## src/rtl/qbc_pkg.sv

```systemverilog
// ----------------------------------------------------------------------------
// qbc_pkg
// Shared types and constants for the quiz buzzer controller: event codes,
// alarm codes, register indexes, field widths and reset values.
// ----------------------------------------------------------------------------
package qbc_pkg;

    localparam int NUM_PLAYERS = 8;

    localparam int FUNC_W    = 3;
    localparam int PLAYER_W  = 4;
    localparam int TENS_W    = 3;
    localparam int ONES_W    = 4;
    localparam int TPS_W     = 8;
    localparam int ALARM_W   = 16;
    localparam int TONE_W    = 8;
    localparam int CFG_IDX_W = 2;
    localparam int CFG_DAT_W = 16;

    // Event codes
    localparam logic [FUNC_W-1:0] FUNC_TICK       = 3'd0;
    localparam logic [FUNC_W-1:0] FUNC_START      = 3'd1;
    localparam logic [FUNC_W-1:0] FUNC_SHORT_CLR  = 3'd2;
    localparam logic [FUNC_W-1:0] FUNC_LONG_CLR   = 3'd3;
    localparam logic [FUNC_W-1:0] FUNC_PLAYER_KEY = 3'd4;

    // Alarm kinds
    localparam logic [1:0] ALARM_SILENT  = 2'd0;
    localparam logic [1:0] ALARM_TIMEOUT = 2'd1;
    localparam logic [1:0] ALARM_ANSWER  = 2'd2;

    // Configuration register indexes
    localparam logic [CFG_IDX_W-1:0] REG_TICKS_PER_SECOND   = 2'd0;
    localparam logic [CFG_IDX_W-1:0] REG_ANSWER_ALARM_TICKS = 2'd1;
    localparam logic [CFG_IDX_W-1:0] REG_TIMEOUT_TONE_LIMIT = 2'd2;
    localparam logic [CFG_IDX_W-1:0] REG_ANSWER_TONE_LIMIT  = 2'd3;

    // Register reset values
    localparam logic [TPS_W-1:0]   TPS_RESET          = 8'd100;
    localparam logic [ALARM_W-1:0] ANSWER_TICKS_RESET = 16'd1000;
    localparam logic [TONE_W-1:0]  TIMEOUT_TONE_RESET = 8'h10;
    localparam logic [TONE_W-1:0]  ANSWER_TONE_RESET  = 8'h20;

    // Countdown digit limits
    localparam logic [TENS_W-1:0] PRESET_TENS_RESET = 3'd3;
    localparam logic [TENS_W-1:0] TENS_MAX          = 3'd5;
    localparam logic [ONES_W-1:0] ONES_MAX          = 4'd9;

    localparam logic [PLAYER_W-1:0] MAX_PLAYER = PLAYER_W'(NUM_PLAYERS);

    typedef struct packed {
        logic [FUNC_W-1:0]   func;
        logic [PLAYER_W-1:0] player;
    } event_t;

    typedef struct packed {
        logic [TENS_W-1:0]   seconds_tens;
        logic [ONES_W-1:0]   seconds_ones;
        logic [PLAYER_W-1:0] winner;
        logic                set_mode;
        logic                round_running;
        logic                timed_out;
        logic                buzzer;
    } status_t;

endpackage

```

## src/rtl/qbc_channels.sv

```systemverilog
// ----------------------------------------------------------------------------
// qbc channels
// Valid/ready channel interfaces for the quiz buzzer event input and the
// status output.
// ----------------------------------------------------------------------------
interface qbc_in_if;
    logic                       valid;
    logic                       ready;
    logic [qbc_pkg::FUNC_W-1:0]   func;
    logic [qbc_pkg::PLAYER_W-1:0] player;

    modport source (output valid, output func, output player, input ready);
    modport sink   (input valid, input func, input player, output ready);
endinterface

interface qbc_out_if;
    logic                         valid;
    logic                         ready;
    logic [qbc_pkg::TENS_W-1:0]   seconds_tens;
    logic [qbc_pkg::ONES_W-1:0]   seconds_ones;
    logic [qbc_pkg::PLAYER_W-1:0] winner;
    logic                         set_mode;
    logic                         round_running;
    logic                         timed_out;
    logic                         buzzer;

    modport source (output valid, output seconds_tens, output seconds_ones,
                    output winner, output set_mode, output round_running,
                    output timed_out, output buzzer, input ready);
    modport sink   (input valid, input seconds_tens, input seconds_ones,
                    input winner, input set_mode, input round_running,
                    input timed_out, input buzzer, output ready);
endinterface

```

## src/rtl/quiz_buzzer_controller.sv

```systemverilog
// ----------------------------------------------------------------------------
// quiz_buzzer_controller
// Eight-player quiz buzzer with a BCD seconds countdown and alarm tones.
// ----------------------------------------------------------------------------
// Usage:
// Events (tick, start, short clear, long clear, player key) arrive on in_ch;
// each transaction yields exactly one status transaction on out_ch carrying
// the countdown digits, the winner, the mode flags and the buzzer level.
// Registers are written through cfg_we / cfg_index / cfg_wdata; the user
// must write them only while the block is idle, which the block itself
// leaves unchecked. They take effect on the next event.
// An accepted event is captured in an input register, processed once the
// output register is free, and its status is presented from the output
// register. One event can be accepted every cycle while out_ch takes each
// status; the state update is a single pass of counter logic.
// When out_ch stalls, the output register holds and the input register
// fills; in_ch.ready drops only when both are occupied.
// Reset clears the flags, counters and the winner, loads the preset and
// count with 30 seconds and restores the register defaults.
// ----------------------------------------------------------------------------
module quiz_buzzer_controller
(
    input  logic                            clk,
    input  logic                            rst_n,
    qbc_in_if.sink                          in_ch,
    qbc_out_if.source                       out_ch,
    input  logic                            cfg_we,
    input  logic [qbc_pkg::CFG_IDX_W-1:0]   cfg_index,
    input  logic [qbc_pkg::CFG_DAT_W-1:0]   cfg_wdata
);
    import qbc_pkg::*;

    // Configuration
    logic [TPS_W-1:0]   tps_reg;
    logic [ALARM_W-1:0] answer_ticks_reg;
    logic [TONE_W-1:0]  timeout_tone_reg;
    logic [TONE_W-1:0]  answer_tone_reg;

    // Input stage
    logic   in_valid_reg;
    event_t in_event_reg;

    // Output stage
    logic    out_valid_reg;
    status_t out_status_reg;

    // Block state
    logic               mode_reg, mode_next;
    logic               running_reg, running_next;
    logic               timeout_reg, timeout_next;
    logic [1:0]         alarm_kind_reg, alarm_kind_next;
    logic [TENS_W-1:0]  preset_tens_reg, preset_tens_next;
    logic [ONES_W-1:0]  preset_ones_reg, preset_ones_next;
    logic [TENS_W-1:0]  count_tens_reg, count_tens_next;
    logic [ONES_W-1:0]  count_ones_reg, count_ones_next;
    logic [TPS_W-1:0]   sec_div_reg, sec_div_next;
    logic [TONE_W-1:0]  tone_div_reg, tone_div_next;
    logic [TONE_W-1:0]  tone_limit_reg, tone_limit_next;
    logic [ALARM_W-1:0] elapsed_reg, elapsed_next;
    logic               buzzer_reg, buzzer_next;
    logic [PLAYER_W-1:0] winner_reg, winner_next;

    logic advance;
    logic tone_step;
    logic [TPS_W-1:0] sec_top;
    status_t status_next;

    assign advance     = in_valid_reg && (!out_valid_reg || out_ch.ready);
    assign in_ch.ready = !in_valid_reg || advance;
    assign sec_top     = tps_reg - 1'b1;

    always_ff @(posedge clk or negedge rst_n)
    begin
        if (!rst_n)
        begin
            tps_reg          <= TPS_RESET;
            answer_ticks_reg <= ANSWER_TICKS_RESET;
            timeout_tone_reg <= TIMEOUT_TONE_RESET;
            answer_tone_reg  <= ANSWER_TONE_RESET;
        end
        else if (cfg_we)
        begin
            case (cfg_index)
                REG_TICKS_PER_SECOND:   tps_reg          <= cfg_wdata[TPS_W-1:0];
                REG_ANSWER_ALARM_TICKS: answer_ticks_reg <= cfg_wdata[ALARM_W-1:0];
                REG_TIMEOUT_TONE_LIMIT: timeout_tone_reg <= cfg_wdata[TONE_W-1:0];
                REG_ANSWER_TONE_LIMIT:  answer_tone_reg  <= cfg_wdata[TONE_W-1:0];
                default: ;
            endcase
        end
    end

    always_ff @(posedge clk or negedge rst_n)
    begin
        if (!rst_n)
        begin
            in_valid_reg <= 1'b0;
        end
        else if (in_ch.ready)
        begin
            in_valid_reg <= in_ch.valid;
        end
    end

    always_ff @(posedge clk)
    begin
        if (in_ch.valid && in_ch.ready)
        begin
            in_event_reg.func   <= in_ch.func;
            in_event_reg.player <= in_ch.player;
        end
    end

    // Event processing: one pass from the current state to the next.
    always_comb
    begin
        mode_next        = mode_reg;
        running_next     = running_reg;
        timeout_next     = timeout_reg;
        alarm_kind_next  = alarm_kind_reg;
        preset_tens_next = preset_tens_reg;
        preset_ones_next = preset_ones_reg;
        count_tens_next  = count_tens_reg;
        count_ones_next  = count_ones_reg;
        sec_div_next     = sec_div_reg;
        tone_div_next    = tone_div_reg;
        tone_limit_next  = tone_limit_reg;
        elapsed_next     = elapsed_reg;
        buzzer_next      = buzzer_reg;
        winner_next      = winner_reg;
        tone_step        = 1'b0;

        case (in_event_reg.func)
            FUNC_TICK:
            begin
                case (alarm_kind_reg)
                    ALARM_TIMEOUT:
                    begin
                        tone_step = 1'b1;
                    end
                    ALARM_ANSWER:
                    begin
                        if (elapsed_reg < answer_ticks_reg)
                        begin
                            elapsed_next = elapsed_reg + 1'b1;
                            tone_step    = 1'b1;
                        end
                        else
                        begin
                            alarm_kind_next = ALARM_SILENT;
                            elapsed_next    = '0;
                        end
                    end
                    default:
                    begin
                        buzzer_next = 1'b0;
                    end
                endcase

                if (tone_step)
                begin
                    if (tone_div_reg < tone_limit_reg)
                    begin
                        tone_div_next = tone_div_reg + 1'b1;
                    end
                    else
                    begin
                        tone_div_next = '0;
                        buzzer_next   = !buzzer_reg;
                    end
                end

                if (running_reg)
                begin
                    if (sec_div_reg < sec_top)
                    begin
                        sec_div_next = sec_div_reg + 1'b1;
                    end
                    else
                    begin
                        sec_div_next = '0;
                        if (count_ones_reg != '0)
                        begin
                            count_ones_next = count_ones_reg - 1'b1;
                        end
                        else if (count_tens_reg != '0)
                        begin
                            count_ones_next = ONES_MAX;
                            count_tens_next = count_tens_reg - 1'b1;
                        end
                        else
                        begin
                            timeout_next = 1'b1;
                        end
                    end
                end
            end

            FUNC_START:
            begin
                if (!mode_reg)
                begin
                    if (!running_reg)
                    begin
                        count_tens_next = preset_tens_reg;
                        count_ones_next = preset_ones_reg;
                        winner_next     = '0;
                        running_next    = 1'b1;
                    end
                end
                else
                begin
                    if (preset_ones_reg < ONES_MAX)
                    begin
                        preset_ones_next = preset_ones_reg + 1'b1;
                    end
                    else
                    begin
                        preset_ones_next = '0;
                        preset_tens_next = (preset_tens_reg < TENS_MAX) ?
                                           preset_tens_reg + 1'b1 : '0;
                    end
                    count_tens_next = preset_tens_next;
                    count_ones_next = preset_ones_next;
                end
            end

            FUNC_SHORT_CLR, FUNC_LONG_CLR:
            begin
                if (mode_reg)
                begin
                    mode_next = 1'b0;
                end
                else if ((in_event_reg.func == FUNC_LONG_CLR) && !running_reg)
                begin
                    mode_next = 1'b1;
                end
                running_next    = 1'b0;
                timeout_next    = 1'b0;
                alarm_kind_next = ALARM_SILENT;
                count_tens_next = preset_tens_reg;
                count_ones_next = preset_ones_reg;
                winner_next     = '0;
            end

            FUNC_PLAYER_KEY:
            begin
                if (running_reg && !timeout_reg && (in_event_reg.player != '0)
                    && (in_event_reg.player <= MAX_PLAYER))
                begin
                    running_next    = 1'b0;
                    tone_limit_next = answer_tone_reg;
                    alarm_kind_next = ALARM_ANSWER;
                    elapsed_next    = '0;
                    winner_next     = in_event_reg.player;
                end
            end

            default: ;
        endcase

        // A running round that timed out keeps the timeout tone going.
        if (running_next && timeout_next)
        begin
            alarm_kind_next = ALARM_TIMEOUT;
            tone_limit_next = timeout_tone_reg;
        end

        status_next.seconds_tens  = count_tens_next;
        status_next.seconds_ones  = count_ones_next;
        status_next.winner        = winner_next;
        status_next.set_mode      = mode_next;
        status_next.round_running = running_next;
        status_next.timed_out     = timeout_next;
        status_next.buzzer        = buzzer_next;
    end

    always_ff @(posedge clk or negedge rst_n)
    begin
        if (!rst_n)
        begin
            mode_reg        <= 1'b0;
            running_reg     <= 1'b0;
            timeout_reg     <= 1'b0;
            alarm_kind_reg  <= ALARM_SILENT;
            preset_tens_reg <= PRESET_TENS_RESET;
            preset_ones_reg <= '0;
            count_tens_reg  <= PRESET_TENS_RESET;
            count_ones_reg  <= '0;
            sec_div_reg     <= '0;
            tone_div_reg    <= '0;
            tone_limit_reg  <= '0;
            elapsed_reg     <= '0;
            buzzer_reg      <= 1'b0;
            winner_reg      <= '0;
        end
        else if (advance)
        begin
            mode_reg        <= mode_next;
            running_reg     <= running_next;
            timeout_reg     <= timeout_next;
            alarm_kind_reg  <= alarm_kind_next;
            preset_tens_reg <= preset_tens_next;
            preset_ones_reg <= preset_ones_next;
            count_tens_reg  <= count_tens_next;
            count_ones_reg  <= count_ones_next;
            sec_div_reg     <= sec_div_next;
            tone_div_reg    <= tone_div_next;
            tone_limit_reg  <= tone_limit_next;
            elapsed_reg     <= elapsed_next;
            buzzer_reg      <= buzzer_next;
            winner_reg      <= winner_next;
        end
    end

    always_ff @(posedge clk or negedge rst_n)
    begin
        if (!rst_n)
        begin
            out_valid_reg <= 1'b0;
        end
        else if (advance)
        begin
            out_valid_reg <= 1'b1;
        end
        else if (out_ch.ready)
        begin
            out_valid_reg <= 1'b0;
        end
    end

    always_ff @(posedge clk)
    begin
        if (advance)
        begin
            out_status_reg <= status_next;
        end
    end

    assign out_ch.valid         = out_valid_reg;
    assign out_ch.seconds_tens  = out_status_reg.seconds_tens;
    assign out_ch.seconds_ones  = out_status_reg.seconds_ones;
    assign out_ch.winner        = out_status_reg.winner;
    assign out_ch.set_mode      = out_status_reg.set_mode;
    assign out_ch.round_running = out_status_reg.round_running;
    assign out_ch.timed_out     = out_status_reg.timed_out;
    assign out_ch.buzzer        = out_status_reg.buzzer;

`ifndef SYNTH
    // A running round never has a winner; locking stops the round.
    a_run_no_winner: assert property (@(posedge clk) disable iff (!rst_n)
        running_reg |-> (winner_reg == '0))
        else $error("round running with a winner recorded");

    a_timeout_running: assert property (@(posedge clk) disable iff (!rst_n)
        timeout_reg |-> running_reg)
        else $error("timeout flag set outside a running round");

    a_setmode_idle: assert property (@(posedge clk) disable iff (!rst_n)
        mode_reg |-> !running_reg)
        else $error("round running in set mode");

    a_bcd_range: assert property (@(posedge clk) disable iff (!rst_n)
        (count_tens_reg <= TENS_MAX) && (count_ones_reg <= ONES_MAX)
        && (preset_tens_reg <= TENS_MAX) && (preset_ones_reg <= ONES_MAX))
        else $error("countdown digits out of BCD range");
`endif

endmodule

```

## src/flat_wrapper.sv

```systemverilog
// flat-port wrapper written by rule: the top's interface ports become plain ports
module quiz_buzzer_controller_flat import qbc_pkg::*;
  (clk, rst_n, cfg_we, cfg_index, cfg_wdata, in_ch_valid, in_ch_func, in_ch_player, in_ch_ready, out_ch_valid, out_ch_seconds_tens, out_ch_seconds_ones, out_ch_winner, out_ch_set_mode, out_ch_round_running, out_ch_timed_out, out_ch_buzzer, out_ch_ready);
  qbc_in_if in_ch_i ();
  qbc_out_if out_ch_i ();
  input  logic clk;
  input  logic rst_n;
  input  logic cfg_we;
  input  logic [qbc_pkg::CFG_IDX_W-1:0] cfg_index;
  input  logic [qbc_pkg::CFG_DAT_W-1:0] cfg_wdata;
  input wire logic [$bits(in_ch_i.valid)-1:0] in_ch_valid;
  input wire logic [$bits(in_ch_i.func)-1:0] in_ch_func;
  input wire logic [$bits(in_ch_i.player)-1:0] in_ch_player;
  output wire logic [$bits(in_ch_i.ready)-1:0] in_ch_ready;
  output wire logic [$bits(out_ch_i.valid)-1:0] out_ch_valid;
  output wire logic [$bits(out_ch_i.seconds_tens)-1:0] out_ch_seconds_tens;
  output wire logic [$bits(out_ch_i.seconds_ones)-1:0] out_ch_seconds_ones;
  output wire logic [$bits(out_ch_i.winner)-1:0] out_ch_winner;
  output wire logic [$bits(out_ch_i.set_mode)-1:0] out_ch_set_mode;
  output wire logic [$bits(out_ch_i.round_running)-1:0] out_ch_round_running;
  output wire logic [$bits(out_ch_i.timed_out)-1:0] out_ch_timed_out;
  output wire logic [$bits(out_ch_i.buzzer)-1:0] out_ch_buzzer;
  input wire logic [$bits(out_ch_i.ready)-1:0] out_ch_ready;
  assign in_ch_i.valid = in_ch_valid;
  assign in_ch_i.func = in_ch_func;
  assign in_ch_i.player = in_ch_player;
  assign in_ch_ready = in_ch_i.ready;
  assign out_ch_valid = out_ch_i.valid;
  assign out_ch_seconds_tens = out_ch_i.seconds_tens;
  assign out_ch_seconds_ones = out_ch_i.seconds_ones;
  assign out_ch_winner = out_ch_i.winner;
  assign out_ch_set_mode = out_ch_i.set_mode;
  assign out_ch_round_running = out_ch_i.round_running;
  assign out_ch_timed_out = out_ch_i.timed_out;
  assign out_ch_buzzer = out_ch_i.buzzer;
  assign out_ch_i.ready = out_ch_ready;
  quiz_buzzer_controller u_core (.clk(clk), .rst_n(rst_n), .in_ch(in_ch_i), .out_ch(out_ch_i), .cfg_we(cfg_we), .cfg_index(cfg_index), .cfg_wdata(cfg_wdata));
endmodule
```

## config.mk

```make
export PLATFORM = sky130hd
export DESIGN_NAME = quiz_buzzer_controller_flat
export DESIGN_NICKNAME = d
export VERILOG_FILES = /design/src/rtl/qbc_pkg.sv /design/src/rtl/qbc_channels.sv /design/src/rtl/quiz_buzzer_controller.sv /design/src/flat_wrapper.sv
export SDC_FILE = /design/constraint.sdc
export NUM_CORES = 1
export LEC_CHECK = 0
export ABC_CLOCK_PERIOD_IN_PS = 2750
export BUFFER_PORTS_ARGS = -buffer_cell sky130_fd_sc_hd__buf_2
export CAP_MARGIN = 10
export CORE_ASPECT_RATIO = 1.75
export CORE_UTILIZATION = 45
export CTS_BUF_LIST = sky130_fd_sc_hd__clkbuf_16
export DETAILED_ROUTE_END_ITERATION = 10
export HOLD_SLACK_MARGIN = 0.1
export MAX_ROUTING_LAYER = met4
export PLACE_DENSITY_LB_ADDON = 0.3
export SLEW_MARGIN = 25
export SYNTH_ARGS = -nofsm -noshare
export SYNTH_HDL_FRONTEND = slang
export SYNTH_SLANG_ARGS = --single-unit
```

## constraint.sdc

```tcl
create_clock -name clk -period 2.75 [get_ports clk]
set_input_delay 0.1375 -clock clk [delete_from_list [all_inputs] [get_ports clk]]
set_output_delay 0.1375 -clock clk [all_outputs]
set_load 0.02 [all_outputs]
```

==> results.md <==
- For this block, the via count after detailed routing is about 5900.
- The portion of total power attributed to combinational logic is 24.5%.
- The number of antenna diodes in the final layout is 0.
- The final cell count without fillers is a little over 1000.
- The global-route total usage across every layer is 23.4%.
- The sequential cells in the finished layout cover a total of 3330 um2.
- After detailed routing, the total wire length is 18100 um.
- The instance count after placement with tap cells included is 949.
- The later pin in the worst-skew pair is clocked with a latency of 410 ps.
- The commonest non-fill, non-tap cell in the layout is sky130_fd_sc_hd__dfrtp_1.
- The clock sink count is 128.
- The final reports fail on negative setup slack.
- The highest attainable clock frequency is 336 MHz.
- The number of antenna violations at the first check in global routing is 0.
- The detailed placer's ending HPWL is 12900 um.
- The number of input and output port buffers inserted is 46.
- The mapped netlist covers 7070 um2.
- The kind of start point of the critical path is a register.
- In this run, synthesis produced a sequential element count of 128.
- IR analysis of the VDD net gives a maximum drop of 0.423 mV.
- The number of design rule violations left after detail routing is 0.
- The TritonCTS clock tree is built.
- The number of buffers added by the clock tree synthesis step is 17.
- In this run the worst path has a maximum fanout of 4.
- The maximum number of pins on one net before global-route repair is 57.
- The synthesized design contains 22 enable-type register cells.
- The CTS root buffer is sky130_fd_sc_hd__clkbuf_16.
- At the worst endpoint, the arrival time is 3110 ps.
- After global routing the overflow that remains totals 0.
- A synthesized cell averages 10.0 um2.
- The final layout contains about 890 nets.
- The overall die area is 16200 um2.
- The fraction of the yosys area taken by sequential cells is 47.1%.
- The footprint of the multi-input gates is 3640 um2.
- Relative to the synthesized area, the layout overhead comes to 24.0%.
- The row count is 60.
- The dominant register cell in the synthesized netlist is sky130_fd_sc_hd__dfrtp_1.
- The summed negative setup slack over all endpoints is -3120 ps.
- The placeable core area is about 15000 um2.
- The leakage power total is 0.00378 uW.
- Data on the critical path is required at its endpoint by around 2900 ps.
- Counting the fill cells in the layout gives approximately 1300.
- The biggest area contributor in the post-synthesis netlist is sky130_fd_sc_hd__dfrtp_1.
- Counting every instance in the synthesized netlist gives 706.
- Measured along the y axis, the die boundary spans ~170 um.
- In this run the deepest clock path goes through 2 buffers.
- Sequential cells burn 41.6% of the power.
- In this run the power spent charging and discharging nets is 1950 uW.
- The setup path with the least slack is of type reg -> reg.
- The count of warnings emitted by yosys is 0.
- After synthesis, the netlist uses 66 different library cells.
- Summed over its instances, the top area cell type makes up roughly 32% of the synthesized netlist area.
- The worst-margin pin slew is a little under 900 ps.
- The number of max-slew violations in the final report is 0.
- The worst slew margin relative to its limit is 40.3%.
- Before CTS, the worst setup slack after placement is -292 ps.
- The detailed-route vias per instance is 5.79.
- The number of max-capacitance violations reported is 0.
- The post-layout total power is about 6000 uW.
- In this run, the number of DRC markers left after iteration 0 of detailed routing was 308.
- After clock tree synthesis, the clock-pin slew on the worst setup and hold paths is 60 ps.
- The fraction of the cycle the final worst path needs is 108%.
- The clock tree synthesis step divided the H-tree into 4 levels.
- The average wire length per cell after detail routing is ~18 um.
- Yosys attributes the largest share of cell area to sky130_fd_sc_hd__dfrtp_1 (32%), sky130_fd_sc_hd__edfxtp_1 (9.3%), sky130_fd_sc_hd__ha_1 (7.3%), sky130_fd_sc_hd__mux2_2 (6.2%), sky130_fd_sc_hd__dfstp_2 (5.6%).
- Setup repair after global routing could not meet its margin everywhere.
- On the final layout, the worst clock skew is 9.89 ps.
- In this run the count of I/O pins placed on the die edge is 47.
- The net switching fraction of the power is 32.6%.
- The starting density of the core is approximately 46%.
- The final worst hold slack is between 200 and 300 ps.
- The class of the most critical hold timing path is in -> reg.
- The number of global-route vias before repair came to 6324.
- The layout cell share with drive strength beyond 1 is 24.0%.
- The internal power is approximately 4000 uW.
- The congestion estimate from routability-driven global placement came to 0.941.
- In this run the remaining antenna-violating nets after routing total 0.
- The horizontal extent of the die is 96.7 um.
- The post-synth net total is 777.
- The clock network is responsible for roughly 34% of the overall power.
- Before antenna repair, the detailed router went through 5 iterations.
- The worst setup path is captured at a register.
- The first global-routing pass estimated 29700 um of wire.
- In the layout the commonest cells are sky130_fd_sc_hd__dfrtp_1 (91), sky130_fd_sc_hd__nand2_1 (59), sky130_fd_sc_hd__nor2_1 (58).
- The final hold violation count came to 0.
- The setup slack of the critical path after layout is -224 ps.
- The smallest clock period supported by the final layout is computed as 2970 ps.
- The async set-reset flop share out of synthesis is 82.8%.
- The power per cell area is a little under 700 nW/um2.
- Setup violations remaining at the end of the flow were counted as 25.
- The flow ran to the end, but the final reports show violations.
[critical path, stage by stage (launching register included)]
cell and delay (ps):
sky130_fd_sc_hd__dfrtp_1 380, sky130_fd_sc_hd__or4_4 530, sky130_fd_sc_hd__nor4_4 150, sky130_fd_sc_hd__xnor2_1 100
sky130_fd_sc_hd__ha_1 360, sky130_fd_sc_hd__and3_4 220, sky130_fd_sc_hd__nand2_4 60, sky130_fd_sc_hd__nor3_4 190
sky130_fd_sc_hd__buf_6 140, sky130_fd_sc_hd__nor2_1 60, sky130_fd_sc_hd__o21ai_0 390, sky130_fd_sc_hd__a221oi_2 110
[per-layer routing]
| metal | vias up | global-route usage, % | wire, um |
|---|---|---|---|
| li1 | 2772 | - | - |
| met1 | 2889 | 23.6 | 6690 |
| met2 | 166 | 42.4 | 10000 |
| met3 | 59 | 3.78 | 584 |
| met4 | 0 | 13.5 | 773 |
| met5 | - | - | 0 |
[metrics by stage]
stage          instance area (um2)  utilization [%]
2_1_floorplan                 7120                -
3_3_place_gp                  7760             50.4
3_5_place_dp                  7760             50.4
4_1_cts                       8610             55.9
5_1_grt                       8760             56.9
6_report                      8760             56.9
[timing repair]
item,4_1_cts,5_1_grt
cloned,0,1
hold endpoints to repair,92,0
endpoints found under the setup margin,24,43
pin swaps,4,15
setup buffers,1,6
resized for setup,9,18
hold buffers,27,0
[cells by family (layout without fill, tap and decap cells)]
group,after synthesis,after routing,synth area share [%]
xor+xnor,23,23,2.85
compound gates,155,155,14.4
buf+inv,72,196,3.86
simple gates,247,247,18.1
mux,40,40,6.36
fa+ha+maj,41,41,7.26
flops,128,128,47.1
[final cells by class]
class	count	area share, %
flip-flops and latches	128	38.0
well taps	186	2.66
inverters	54	2.31
repair buffers	110	9.32
clock inverters	15	1.24
clock buffers	17	4.85
multi-input cells	506	41.6
[synth_stat cells, types with 4 or more instances]
cell                        n
sky130_fd_sc_hd__nand2_1   60
sky130_fd_sc_hd__and2_1     6
sky130_fd_sc_hd__nand2b_1  13
sky130_fd_sc_hd__a21oi_1   24
sky130_fd_sc_hd__dfrtp_1   91
sky130_fd_sc_hd__and4_1     6
sky130_fd_sc_hd__clkbuf_1  16
sky130_fd_sc_hd__nor3_1    12
sky130_fd_sc_hd__nor3b_1    4
sky130_fd_sc_hd__nand3_1   31
sky130_fd_sc_hd__o31ai_1   12
sky130_fd_sc_hd__and3_1    12
sky130_fd_sc_hd__a22o_1     6
sky130_fd_sc_hd__a211oi_1   5
sky130_fd_sc_hd__ha_1      41
sky130_fd_sc_hd__nand3b_1   6
sky130_fd_sc_hd__dfstp_2   15
sky130_fd_sc_hd__nor4_1     4
sky130_fd_sc_hd__nand4_1    6
sky130_fd_sc_hd__o21ai_0   48
sky130_fd_sc_hd__nor2b_1    7
sky130_fd_sc_hd__o211ai_1  20
sky130_fd_sc_hd__mux2_2    39
sky130_fd_sc_hd__xnor2_1   17
sky130_fd_sc_hd__o41ai_1    4
sky130_fd_sc_hd__xor2_1     6
sky130_fd_sc_hd__edfxtp_1  22
sky130_fd_sc_hd__nor2_1    58
sky130_fd_sc_hd__inv_1     54
[power by group through the flow]
stage	combinational (uW)	sequential [uW]	clock, uW
final	1470	2490	2040
after floorplan	919	2480	0
after global placement	1280	2500	0
after global routing	1650	2530	2140
after CTS	1410	2490	2060
after detailed placement	1350	2520	0
[worst paths after layout]
kind | slack (ps) | end | depth (start not counted) | startpoint
max in group asynchronous | 1660 | u_core.tps_reg[5]$_DFFE_PN1P_ | 3 | rst_n
setup / recovery | -220 | u_core.out_ch.seconds_tens[1]$_DFFE_PP_ | 11 | u_core.tps_reg[3]$_DFFE_PN0P_
setup reg to reg | -220 | u_core.out_ch.seconds_tens[1]$_DFFE_PP_ | 11 | u_core.tps_reg[3]$_DFFE_PN0P_
hold / removal | 270 | u_core.tps_reg[0]$_DFFE_PN0P_ | 5 | cfg_index[0]
hold reg to reg | 510 | u_core.winner_reg[2]$_DFFE_PN0P_ | 1 | u_core.winner_reg[2]$_DFFE_PN0P_
min in group asynchronous | 290 | u_core.preset_ones_reg[3]$_DFFE_PN0P_ | 2 | rst_n
No activity file was read; power rests on OpenSTA's default activity.
